`src/rtl/oile_pkg.sv`:
```
`default_nettype none

package oile_pkg;

   // Field widths of the stream payloads.
   localparam int MODE_W  = 3;
   localparam int VALUE_W = 32;
   localparam int POS_W   = 7;
   localparam int CNT_W   = 7;
   localparam int STAT_W  = 2;

   // Operation codes carried in the mode field.
   localparam logic [MODE_W-1:0] MODE_INS_FRONT = 3'd0;
   localparam logic [MODE_W-1:0] MODE_INS_BACK  = 3'd1;
   localparam logic [MODE_W-1:0] MODE_INS_POS   = 3'd2;
   localparam logic [MODE_W-1:0] MODE_DELETE    = 3'd3;
   localparam logic [MODE_W-1:0] MODE_CLEAR     = 3'd4;
   localparam logic [MODE_W-1:0] MODE_DISPLAY   = 3'd5;

   // Result status codes.
   localparam logic [STAT_W-1:0] ST_DONE     = 2'd0;
   localparam logic [STAT_W-1:0] ST_NOTFOUND = 2'd1;
   localparam logic [STAT_W-1:0] ST_FULL     = 2'd2;
   localparam logic [STAT_W-1:0] ST_EMPTY    = 2'd3;

   // Sequencer states, one-hot.
   typedef enum logic [10:0] {
      S_IDLE    = 11'b000_0000_0001,
      S_INS_RD  = 11'b000_0000_0010,
      S_INS_WR  = 11'b000_0000_0100,
      S_INS_PUT = 11'b000_0000_1000,
      S_DEL_RD  = 11'b000_0001_0000,
      S_DEL_CMP = 11'b000_0010_0000,
      S_DEL_SRD = 11'b000_0100_0000,
      S_DEL_SWR = 11'b000_1000_0000,
      S_DSP_RD  = 11'b001_0000_0000,
      S_DSP_OUT = 11'b010_0000_0000,
      S_RESP    = 11'b100_0000_0000
   } state_type;

endpackage

`default_nettype wire

```
`src/rtl/ordered_integer_list_engine.sv`:
```
`default_nettype none

// Ordered list of up to DEPTH signed 32-bit integers held in a single-port-write,
// registered-read RAM and worked by a small sequencer that moves one entry at a
// time. Each request takes one transfer on the req_ channel; the block is not
// ready until the request has been fully handled. Insert at front or at a position
// shifts every entry behind the insertion point up by one, reading each entry and
// then writing it one place higher, before the new value is written and the
// response is loaded; a back insert moves nothing. A delete scans from the front,
// reading and comparing one entry at a time, then closes the gap by reading and
// writing each entry behind the match one place lower. Clear, unused modes and
// refused inserts go straight to the response. Display issues one response per
// entry, reading each entry first, and a stalled rsp_ side holds the walk back;
// an empty list answers with one status-only response. Every request but display
// gives exactly one response, and rsp_tlast marks the final response of each
// request. The response register lets the next request be accepted while the last
// response still waits. The list storage needs no clearing after reset.
module ordered_integer_list_engine #(
   parameter int DEPTH = 64
) (
   input  wire logic        clock,
   input  wire logic        reset,
   // Request channel.
   input  wire logic        req_tvalid,
   output logic             req_tready,
   input  wire logic [47:0] req_tdata,  // mode[2:0], value[34:3], position[41:35], zero pad
   // Response channel.
   output logic             rsp_tvalid,
   input  wire logic        rsp_tready,
   output logic [47:0]      rsp_tdata,  // entry_value[31:0], entry_position[38:32],
                                        // entry_count[45:39], zero pad
   output logic [1:0]       rsp_tuser,  // status[1:0]
   output logic             rsp_tlast   // last
);

   localparam int AW = $clog2(DEPTH);
   localparam int CW = oile_pkg::CNT_W;
   localparam logic [CW-1:0] DEPTH_CNT = CW'(DEPTH);

   // Request fields.
   logic [oile_pkg::MODE_W-1:0]  req_mode;
   logic [oile_pkg::VALUE_W-1:0] req_value;
   logic [oile_pkg::POS_W-1:0]   req_position;

   assign req_mode     = req_tdata[2:0];
   assign req_value    = req_tdata[34:3];
   assign req_position = req_tdata[41:35];

   // Sequencer and operand registers.
   oile_pkg::state_type          state_ff, state_in;
   logic [CW-1:0]                len_ff, len_in;
   logic [CW-1:0]                idx_ff, idx_in;
   logic [CW-1:0]                tgt_ff, tgt_in;
   logic [oile_pkg::VALUE_W-1:0] val_ff, val_in;
   logic [oile_pkg::STAT_W-1:0]  stat_ff, stat_in;

   // Response register.
   logic                         out_valid_ff, out_valid_in;
   logic [oile_pkg::STAT_W-1:0]  out_stat_ff, out_stat_in;
   logic [oile_pkg::VALUE_W-1:0] out_val_ff, out_val_in;
   logic [CW-1:0]                out_pos_ff, out_pos_in;
   logic [CW-1:0]                out_cnt_ff, out_cnt_in;
   logic                         out_last_ff, out_last_in;

   // RAM ports.
   logic                         ram_wr_en;
   logic [AW-1:0]                ram_wr_addr;
   logic [oile_pkg::VALUE_W-1:0] ram_wr_data;
   logic                         ram_rd_en;
   logic [AW-1:0]                ram_rd_addr;
   logic [oile_pkg::VALUE_W-1:0] ram_rd_data;

   logic                         out_free;
   logic                         req_xfer;
   logic [CW-1:0]                idx_dec;
   logic [CW-1:0]                idx_inc;
   logic [CW-1:0]                idx_inc2;
   logic [CW-1:0]                len_inc;

   assign out_free   = !out_valid_ff || rsp_tready;
   assign req_tready = (state_ff == oile_pkg::S_IDLE);
   assign req_xfer   = req_tvalid && req_tready;
   assign idx_dec    = idx_ff - CW'(1);
   assign idx_inc    = idx_ff + CW'(1);
   assign idx_inc2   = idx_ff + CW'(2);
   assign len_inc    = len_ff + CW'(1);

   oile_ram #(
      .WIDTH (oile_pkg::VALUE_W),
      .DEPTH (DEPTH)
   ) u_store (
      .clock   (clock),
      .wr_en   (ram_wr_en),
      .wr_addr (ram_wr_addr),
      .wr_data (ram_wr_data),
      .rd_en   (ram_rd_en),
      .rd_addr (ram_rd_addr),
      .rd_data (ram_rd_data)
   );

   // Sequencer next-state logic, RAM control and response loading.
   always_comb begin
      state_in     = state_ff;
      len_in       = len_ff;
      idx_in       = idx_ff;
      tgt_in       = tgt_ff;
      val_in       = val_ff;
      stat_in      = stat_ff;
      out_valid_in = out_valid_ff && !rsp_tready;
      out_stat_in  = out_stat_ff;
      out_val_in   = out_val_ff;
      out_pos_in   = out_pos_ff;
      out_cnt_in   = out_cnt_ff;
      out_last_in  = out_last_ff;
      ram_wr_en    = 1'b0;
      ram_wr_addr  = idx_ff[AW-1:0];
      ram_wr_data  = ram_rd_data;
      ram_rd_en    = 1'b0;
      ram_rd_addr  = idx_ff[AW-1:0];

      unique case (state_ff)
         oile_pkg::S_IDLE: begin
            if (req_xfer) begin
               val_in  = req_value;
               stat_in = oile_pkg::ST_DONE;
               idx_in  = len_ff;
               state_in = oile_pkg::S_RESP;
               if (req_mode == oile_pkg::MODE_INS_FRONT ||
                   req_mode == oile_pkg::MODE_INS_BACK ||
                   req_mode == oile_pkg::MODE_INS_POS) begin
                  // Pick the insertion index, then shift the tail up.
                  if (len_ff == DEPTH_CNT) begin
                     stat_in = oile_pkg::ST_FULL;
                  end else begin
                     priority if (req_mode == oile_pkg::MODE_INS_FRONT) begin
                        tgt_in = '0;
                     end else if (req_mode == oile_pkg::MODE_INS_BACK || len_ff == '0) begin
                        tgt_in = len_ff;
                     end else if (req_position >= CW'(1) && req_position <= len_inc) begin
                        tgt_in = req_position - CW'(1);
                     end else begin
                        tgt_in = len_ff;
                     end
                     state_in = (len_ff > tgt_in) ? oile_pkg::S_INS_RD
                                                  : oile_pkg::S_INS_PUT;
                  end
               end else if (req_mode == oile_pkg::MODE_DELETE) begin
                  if (len_ff == '0) begin
                     stat_in = oile_pkg::ST_EMPTY;
                  end else begin
                     idx_in   = '0;
                     state_in = oile_pkg::S_DEL_RD;
                  end
               end else if (req_mode == oile_pkg::MODE_CLEAR) begin
                  len_in = '0;
               end else if (req_mode == oile_pkg::MODE_DISPLAY) begin
                  if (len_ff == '0) begin
                     stat_in = oile_pkg::ST_EMPTY;
                     val_in  = '0;
                  end else begin
                     idx_in   = '0;
                     state_in = oile_pkg::S_DSP_RD;
                  end
               end
            end
         end

         // Shift up: read entry idx-1, then write it to idx.
         oile_pkg::S_INS_RD: begin
            ram_rd_en   = 1'b1;
            ram_rd_addr = idx_dec[AW-1:0];
            state_in    = oile_pkg::S_INS_WR;
         end

         oile_pkg::S_INS_WR: begin
            ram_wr_en = 1'b1;
            idx_in    = idx_dec;
            state_in  = (idx_dec > tgt_ff) ? oile_pkg::S_INS_RD : oile_pkg::S_INS_PUT;
         end

         oile_pkg::S_INS_PUT: begin
            ram_wr_en   = 1'b1;
            ram_wr_addr = tgt_ff[AW-1:0];
            ram_wr_data = val_ff;
            len_in      = len_inc;
            state_in    = oile_pkg::S_RESP;
         end

         // Linear search for the first matching entry.
         oile_pkg::S_DEL_RD: begin
            ram_rd_en = 1'b1;
            state_in  = oile_pkg::S_DEL_CMP;
         end

         oile_pkg::S_DEL_CMP: begin
            if (ram_rd_data == val_ff) begin
               if (idx_inc < len_ff) begin
                  state_in = oile_pkg::S_DEL_SRD;
               end else begin
                  len_in   = len_ff - CW'(1);
                  state_in = oile_pkg::S_RESP;
               end
            end else if (idx_inc == len_ff) begin
               stat_in  = oile_pkg::ST_NOTFOUND;
               state_in = oile_pkg::S_RESP;
            end else begin
               idx_in   = idx_inc;
               state_in = oile_pkg::S_DEL_RD;
            end
         end

         // Close the gap: read entry idx+1, then write it to idx.
         oile_pkg::S_DEL_SRD: begin
            ram_rd_en   = 1'b1;
            ram_rd_addr = idx_inc[AW-1:0];
            state_in    = oile_pkg::S_DEL_SWR;
         end

         oile_pkg::S_DEL_SWR: begin
            ram_wr_en = 1'b1;
            idx_in    = idx_inc;
            if (idx_inc2 < len_ff) begin
               state_in = oile_pkg::S_DEL_SRD;
            end else begin
               len_in   = len_ff - CW'(1);
               state_in = oile_pkg::S_RESP;
            end
         end

         // Display walk: one response per entry.
         oile_pkg::S_DSP_RD: begin
            ram_rd_en = 1'b1;
            state_in  = oile_pkg::S_DSP_OUT;
         end

         oile_pkg::S_DSP_OUT: begin
            if (out_free) begin
               out_valid_in = 1'b1;
               out_stat_in  = oile_pkg::ST_DONE;
               out_val_in   = ram_rd_data;
               out_pos_in   = idx_inc;
               out_cnt_in   = len_ff;
               out_last_in  = (idx_inc == len_ff);
               idx_in       = idx_inc;
               state_in     = (idx_inc == len_ff) ? oile_pkg::S_IDLE : oile_pkg::S_DSP_RD;
            end
         end

         // Single response for every other operation.
         oile_pkg::S_RESP: begin
            if (out_free) begin
               out_valid_in = 1'b1;
               out_stat_in  = stat_ff;
               out_val_in   = val_ff;
               out_pos_in   = '0;
               out_cnt_in   = len_ff;
               out_last_in  = 1'b1;
               state_in     = oile_pkg::S_IDLE;
            end
         end

         default: begin
            state_in = oile_pkg::S_IDLE;
         end
      endcase
   end

   // Control registers.
   always_ff @(posedge clock) begin
      if (reset) begin
         state_ff     <= oile_pkg::S_IDLE;
         len_ff       <= '0;
         out_valid_ff <= 1'b0;
      end else begin
         state_ff     <= state_in;
         len_ff       <= len_in;
         out_valid_ff <= out_valid_in;
      end
   end

   // Operand and response payload registers.
   always_ff @(posedge clock) begin
      idx_ff      <= idx_in;
      tgt_ff      <= tgt_in;
      val_ff      <= val_in;
      stat_ff     <= stat_in;
      out_stat_ff <= out_stat_in;
      out_val_ff  <= out_val_in;
      out_pos_ff  <= out_pos_in;
      out_cnt_ff  <= out_cnt_in;
      out_last_ff <= out_last_in;
   end

   assign rsp_tvalid = out_valid_ff;
   assign rsp_tdata  = {2'b00, out_cnt_ff, out_pos_ff, out_val_ff};
   assign rsp_tuser  = out_stat_ff;
   assign rsp_tlast  = out_last_ff;

endmodule

`default_nettype wire

```
`src/rtl/oile_ram.sv`:
```
`default_nettype none

module oile_ram #(
   parameter int WIDTH = 32,
   parameter int DEPTH = 64
) (
   input  wire logic                     clock,
   input  wire logic                     wr_en,
   input  wire logic [$clog2(DEPTH)-1:0] wr_addr,
   input  wire logic [WIDTH-1:0]         wr_data,
   input  wire logic                     rd_en,
   input  wire logic [$clog2(DEPTH)-1:0] rd_addr,
   output logic      [WIDTH-1:0]         rd_data
);

   logic [WIDTH-1:0] mem_ff [DEPTH];
   logic [WIDTH-1:0] rd_data_ff;

   // Single write port.
   always_ff @(posedge clock) begin
      if (wr_en) begin
         mem_ff[wr_addr] <= wr_data;
      end
   end

   // Registered read; data holds until the next enabled read.
   always_ff @(posedge clock) begin
      if (rd_en) begin
         rd_data_ff <= mem_ff[rd_addr];
      end
   end

   assign rd_data = rd_data_ff;

endmodule

`default_nettype wire

```
`config.mk`:
```
export PLATFORM = sky130hd
export DESIGN_NAME = ordered_integer_list_engine
export DESIGN_NICKNAME = d
export VERILOG_FILES = /design/src/rtl/oile_pkg.sv /design/src/rtl/ordered_integer_list_engine.sv /design/src/rtl/oile_ram.sv
export SDC_FILE = /design/constraint.sdc
export NUM_CORES = 2
export LEC_CHECK = 0
export BUFFER_PORTS_ARGS = -buffer_cell sky130_fd_sc_hd__buf_2
export CAP_MARGIN = 40
export CORE_ASPECT_RATIO = 1.5
export CORE_MARGIN = 2
export CORE_UTILIZATION = 46
export CTS_CLUSTER_SIZE = 12
export DETAILED_ROUTE_END_ITERATION = 8
export SETUP_SLACK_MARGIN = 0.1
export SLEW_MARGIN = 20
export SYNTH_ARGS = -nofsm -noshare
export SYNTH_HDL_FRONTEND = slang
export SYNTH_SLANG_ARGS = --single-unit
```
`constraint.sdc`:
```
create_clock -name clock -period 14.6 [get_ports clock]
set_input_delay 0.73 -clock clock [delete_from_list [all_inputs] [get_ports clock]]
set_output_delay 0.73 -clock clock [all_outputs]
set_load 0.03 [all_outputs]
```
Word level (Yosys, flattened, before mapping)

Memory sizes are Yosys's and may differ from the RTL's. A register that Yosys moved wholly into a read port is not among the register bits.
Index checks and enable logic that the tools add are counted.

Order comparisons: 6
Muxes and demuxes: 78
Reduce and logical (&&, ||, !) cells: 26
Add/sub/neg operators: 6
Bitwise operators: 1
Eq/ne operators: 31

Operator list:

| operator                                               | count |
|---|---|
| 2-to-1 mux 32 bit                                      | 8 |
| 2-to-1 mux 7 bit                                       | 24 |
| 2-to-1 mux 11 bit                                      | 14 |
| case mux 11 bit (11 select lines)                      | 1 |
| case mux 32 bit (2 select lines)                       | 1 |
| case mux 7 bit (5 select lines)                        | 1 |
| equality test 32 bit                                   | 1 |
| case mux 7 bit (4 select lines)                        | 1 |
| 2-to-1 mux 2 bit                                       | 11 |
| subtractor 7 x 1 -> 7 bit (second input constant)      | 3 |
| != test 2 bit (second input constant)                  | 10 |
| adder 7 x 1 -> 7 bit (second input constant)           | 2 |
| > comparator 7 bit                                     | 2 |
| less-than comparator 7 bit                             | 2 |
| case mux 7 bit (2 select lines)                        | 1 |
| case mux 6 bit (2 select lines)                        | 1 |
| equality test 11 x 1 -> 1 bit (second input constant)  | 1 |
| equality test 11 x 10 -> 1 bit (second input constant) | 1 |
| equality test 11 bit (second input constant)           | 1 |
| equality test 11 x 2 -> 1 bit (second input constant)  | 1 |
| equality test 11 x 3 -> 1 bit (second input constant)  | 1 |
| equality test 11 x 4 -> 1 bit (second input constant)  | 1 |
| equality test 11 x 5 -> 1 bit (second input constant)  | 1 |
| equality test 11 x 6 -> 1 bit (second input constant)  | 1 |
| 35 further kinds                                       | 57 |

Logic and storage cells: 161
Bits in writable memories: 2048
Register bits after elaboration: 116
Memories kept: 1
Bits of input ports: 52
Output and inout port bits: 53

Memories:

| memory         | words | width | read ports | clocked after Yosys merged registers in | write ports | RTL line       | RTL |
|---|---|---|---|---|---|---|---|
| u_store.mem_ff | 64    | 32    | 1          | 1                                       | 1           | oile_ram.sv:16 | `logic [WIDTH-1:0] mem_ff [DEPTH];` |

Depth between registers and ports, before layout

Depth in word-level cells: 16
Mapped depth: 25
Mapped depth without buffers: 23

Modules after synthesis

Synthesis repeated with hierarchy kept, for this count alone.

Cells, all modules: 4384
Area, all modules: 87052.2 um2

Modules (own cells, without submodules):

| module                      | cells each | instances | sequential area each (um2) | area each (um2) |
|---|---|---|---|---|
| oile_ram                    | 3511       | 1         | 62459.9                    | 79359.9 |
| ordered_integer_list_engine | 873        | 1         | 3293.2                     | 7692.4 |

Worst setup path before layout

Ideal clock, no wire load.

Path type: register to register
From: register len_ff[0]
To: register state_ff[1]
Library setup time: 0.118 ns
Buffers on the path: 2
Period minus slack after synthesis: 4.954 ns
Arrival: 4.836 ns
Cell stages (with the launch flop): 26
Data required time: 14.482 ns
Slack: 9.646 ns
Cell sequence: dfxtp_1 > clkbuf_1 > inv_1 > ha_1 > inv_1 > ha_1 > nor2b_1 > o21a_1 > o21a_1 > o21a_1 > o21a_1 > o21a_1 > o22ai_1 > and2_1 > buf_1 > o211ai_1 > ha_1 > nor2b_1 > o21a_1 > o21a_1 > o21a_1 > o21a_1 > o21a_1 > o22a_1 > a22oi_1 > nor2b_1

Cells in the longest elaborated chain, start to end: 16
Elaborated cells on any way between the ends: 19
Classes of those cells: add/sub: 1; order compare: 2; eq/ne: 1; mux: 12; reduce/logical: 3

Ends and longest elaborated chain:

| item                                | RTL line                           | RTL |
|---|---|---|
| from (decl)                         | ordered_integer_list_engine.sv:51  | `logic [CW-1:0] len_ff, len_in;` |
| from (signal assigned)              | ordered_integer_list_engine.sv:276 | `len_ff <= len_in;` |
| adder 7 x 1 -> 7 bit                | ordered_integer_list_engine.sv:86  | `assign len_inc = len_ff + CW'(1);` |
| less-or-equal comparator 7 bit      | ordered_integer_list_engine.sv:139 | `end else if (req_position >= CW'(1) && req_position <= len_inc) begin` |
| logical AND 1 bit                   | ordered_integer_list_engine.sv:139 |  |
| 2-to-1 mux 7 bit                    | ordered_integer_list_engine.sv:139 |  |
| 2-to-1 mux 7 bit                    | ordered_integer_list_engine.sv:137 | `end else if (req_mode == oile_pkg::MODE_INS_BACK \|\| len_ff == '0) begin` |
| 2-to-1 mux 7 bit                    | ordered_integer_list_engine.sv:135 | `priority if (req_mode == oile_pkg::MODE_INS_FRONT) begin` |
| 2-to-1 mux 7 bit                    | ordered_integer_list_engine.sv:132 | `if (len_ff == DEPTH_CNT) begin` |
| 2-to-1 mux 7 bit                    | ordered_integer_list_engine.sv:128 | `if (req_mode == oile_pkg::MODE_INS_FRONT \|\|` |
| 2-to-1 mux 7 bit                    | ordered_integer_list_engine.sv:123 | `if (req_xfer) begin` |
| 2-to-1 mux 7 bit                    | ordered_integer_list_engine.sv:121 | `unique case (state_ff)` |
| > comparator 7 bit                  | ordered_integer_list_engine.sv:144 | `state_in = (len_ff > tgt_in) ? oile_pkg::S_INS_RD` |
| 2-to-1 mux 4 bit                    | ordered_integer_list_engine.sv:144 |  |
| 2-to-1 mux 11 bit *                 | ordered_integer_list_engine.sv:132 |  |
| 2-to-1 mux 11 bit *                 | ordered_integer_list_engine.sv:128 |  |
| 2-to-1 mux 11 bit *                 | ordered_integer_list_engine.sv:123 |  |
| case mux 11 bit (11 select lines) * | ordered_integer_list_engine.sv:121 |  |
| to (signal assigned)                | ordered_integer_list_engine.sv:271 | `state_ff <= oile_pkg::S_IDLE;` |
| to (signal assigned)                | ordered_integer_list_engine.sv:275 | `state_ff <= state_in;` |
| to (decl)                           | ordered_integer_list_engine.sv:50  | `oile_pkg::state_type state_ff, state_in;` |

Every way passes the cells marked *; elsewhere a longest branch is shown, timed or not. The select of a mux whose other input is x is not followed.
A chain may end at the register's enable or synchronous reset.

Worst setup path in the final report

From: register idx_ff[1]
To: register u_store.rd_data_ff[4], in the netlist u_store.rd_data[4] (read register of u_store.mem_ff) (data pin)

Cells in the longest elaborated chain, start to end: 2
Elaborated cells on any way between the ends: 3
Classes of those cells: add/sub: 2; mux: 1

Ends and longest elaborated chain:

| item                            | RTL line                           | RTL |
|---|---|---|
| from (decl)                     | ordered_integer_list_engine.sv:52  | `logic [CW-1:0] idx_ff, idx_in;` |
| from (signal assigned)          | ordered_integer_list_engine.sv:283 | `idx_ff <= idx_in;` |
| adder 7 x 1 -> 7 bit            | ordered_integer_list_engine.sv:84  | `assign idx_inc = idx_ff + CW'(1);` |
| via idx_inc[1]                  | ordered_integer_list_engine.sv:76  | `logic [CW-1:0] idx_inc;` |
| case mux 6 bit (2 select lines) | ordered_integer_list_engine.sv:121 |  |
| to (decl)                       | oile_ram.sv:17                     | `logic [WIDTH-1:0] rd_data_ff;` |

The timed path passes the listed nets, and every way through them passes these cells.

==> flow_summary.json <==
{
  "status": "complete, no violations",
  "grt_antenna_before_repair": 7,
  "leakage_nw": 34.00,
  "ir_drop_uv": 166.7,
  "crit_path_end_kind": "flop",
  "dieArea_sq_um": 198400,
  "synth.distinct_cells": 83,
  "die_y_um": 544.5,
  "dr.pass1.iters": 6,
  "synth-edff-count": 2177,
  "syn_inst": 6911,
  "ctsHoldBuffers": 0,
  "yosys-top-cells-count": "edfxtp_1, nand2_1, nand3_1",
  "finalSetupViolations": 0,
  "gp_congestion": 0.8778,
  "cpPeakStageDelay_ns": 0.72,
  "routed_via_density": 5.995,
  "first_global_vias": 54965,
  "drive_above_1_share": 0.09705,
  "cp_slowest_cell": "buf_4",
  "p_per_area_nw_per_um2": 176.5,
  "cts_tree": "done",
  "clk_pin_slew_ns": 0.06,
  "grt-ovfl-total": 0,
  "worst-setup-path-type": "reg2reg",
  "ys_seq_area_frac": 0.7340,
  "crit_path_start_kind": "flop",
  "hp-class": "in2reg",
  "finalNetCount": 7066,
  "grt_pass1_wl_mm": 377.7,
  "cts_setup_buffers": 0,
  "htreeDepth": 4,
  "remaining_drc_errors": 0,
  "worst_skew_pair.late_latency_ns": 0.85,
  "yosys.area.top_type": "edfxtp_1",
  "required_ns": 15.17,
  "skew_ns": 0.04531,
  "drt_iter0_drc": 6900,
  "fmax_mhz": 162.1,
  "dp_slack_ns": 8.150,
  "synthArstFlopShare": 0,
  "grt_use_total": 0.2610,
  "grt_max_degree": 177,
  "synth_top_area_frac": 0.7297,
  "ys.flop_type": "edfxtp_1",
  "cts.sinks": 2196,
  "synthTopCellsByArea": "edfxtp_1, nand2_1, nand3_1",
  "ant_nets": 0,
  "clk_path_buf_depth": 4,
  "dp_hpwl_mm": 145.0,
  "tightest_slew_ns": 1.022,
  "dieWidth_um": 364.3,
  "syn_area_per_cell_sq_um": 12.96,
  "cpMostUsedCell": "nand3_1",
  "portBuffers": 96,
  "routed_wl_mm": 263.4,
  "arrival_ns": 6.73,
  "cts_root_buf": "clkbuf_16",
  "setup_ws_ns": 8.432,
  "rows": 198,
  "synth.most_common_cell": "edfxtp_1",
  "ys_ff_latch": 2196,
  "fillers": 16311,
  "start_util": 0.4624,
  "setup_tns_ns": 0,
  "rsz0062_at_grt": "false",
  "num_vias": 57664,
  "slew_headroom": 0.3184,
  "core_sq_um": 193700,
  "drt-wirelength-per-cell_um": 27.38,
  "maxCapViolCount": 0,
  "numCtsBuffers": 213,
  "syn_area_sq_um": 89590,
  "worstPathMaxFanout": 106,
  "io_pins": 105,
  "slew_viol_final": 0,
  "finalHoldViolCount": 0,
  "period_share": 0.4224,
  "area_growth_pct": 11.12,
  "cts-resized-gates": 0,
  "min_period_ns": 6.168,
  "path_cells": "inv_1 > ha_1 > or3b_2 > a2111oi_0 > a211o_4 > buf_16 > buf_12 > buf_4 > nand3_1 > a32oi_1 > nand3_1 > a22oi_1 > nand2_1",
  "yosysWarnings": 0
}
-- worst max-delay path, delay by kind of cell (launching register included) --
family / cells / cell delay, ns
flops: 1 / 0.59
fa+ha+maj: 1 / 0.43
compound gates: 4 / 1.85
buf+inv: 4 / 1.78
simple gates: 4 / 0.95
-- cell type report --
class | instances | area, sq um | share of cell area
diodes | 2 | 5.005 | 0.00005027
clock buffers | 246 | 5518 | 0.05543
clock inverters | 16 | 150.1 | 0.001508
inverters | 33 | 123.9 | 0.001244
multi-input cells | 4243 | 22320 | 0.2242
flip-flops and latches | 2196 | 65750 | 0.6605
well taps | 2600 | 3253 | 0.03268
repair buffers | 283 | 2435 | 0.02446
-- routing by layer --
metal	share of wire	vias up	global-route usage
met2	0.51	2699	0.4567
met4	0.043	4	0.1082
li1	-	25294	-
met1	0.38	29115	0.3295
met5	0.000099	-	0
met3	0.075	552	0.02893
-- stage by stage --
step                      cells  total power [mW]  utilization  hold slack (ns)  area (sq um)
after floorplan            6912             10.83            -           0.4348         89590
after global placement     9318             12.65       0.4810           0.4787         93180
after detailed placement   9349             12.76       0.4839           0.5040         93750
after CTS                  9611             17.56       0.5132           0.1431         99420
after global routing       9618             18.26       0.5139           0.1794         99550
final                      9619             17.57       0.5139           0.1801         99550
-- layout by cell type (no fill, tap or decap), types with 11 or more instances in the layout --
cell type,n
mux2i_1,143
nand2_1,1977
buf_12,33
a21oi_1,163
or2_2,11
a22oi_1,21
ha_1,44
edfxtp_1,2177
o21ai_0,65
xor2_1,43
a32oi_1,82
nand3_1,858
a311oi_1,26
nor2_1,68
a31oi_1,109
o22ai_1,15
nand2_2,33
clkbuf_1,30
nor4_1,15
o21a_1,16
nor2_4,72
mux2_2,32
nor2b_1,43
buf_4,140
inv_1,32
buf_2,98
nor3_1,24
a211oi_1,19
and3_1,108
nand2b_1,19
clkbuf_16,216
dfxtp_1,19
nand4_1,49
xnor2_1,18
-- where the power goes --
group | switching (mW) | internal (mW)
Combinational | 3.99 | 1.58
Sequential | 0.0814 | 7.06
Clock | 2.19 | 2.66
Total | 6.26 | 11.3
-- registers in the layout, indices dropped and copies added (netlist names) --
signal	flops
rsp_tlast	1
out_cnt_ff	7
val_ff	32
len_ff	7
rsp_tvalid	1
rsp_tuser	2
u_store.mem_ff	2048
state_ff	11
stat_ff	2
out_pos_ff	7
out_val_ff	32
idx_ff	7
u_store.rd_data	32
tgt_ff	7
-- kinds of logic after synthesis --
kind of cell             count (synthesis)  synth area share
XOR/XNOR                                61          0.005964
AO/OA/AOI/OAI                          634           0.04848
flip-flops                            2196            0.7340
adder cells (fa/ha/maj)                 44          0.006145
multiplexers                           175           0.02000
other                                    1        0.00004186
buffers and inverters                  473           0.02466
AND/OR/NAND/NOR                       3327            0.1608
-- worst paths after layout --
| check | startpoint | endpoint | slack, ns | cells after the start |
|---|---|---|---|---|
| worst min-delay path | req_tdata[27] | val_ff[24]$_DFFE_PP_ | 0.18 | 2 |
| worst max register to register | idx_ff[1]$_DFFE_PP_ | u_store.rd_data[4]$_DFFE_PP_ | 8.43 | 13 |
| worst min register to register | state_ff[4]$_SDFFE_PP0P_ | state_ff[5]$_SDFFE_PP0P_ | 0.51 | 2 |
| worst max-delay path | idx_ff[1]$_DFFE_PP_ | u_store.rd_data[4]$_DFFE_PP_ | 8.43 | 13 |
(Power assumes the default switching activity.)
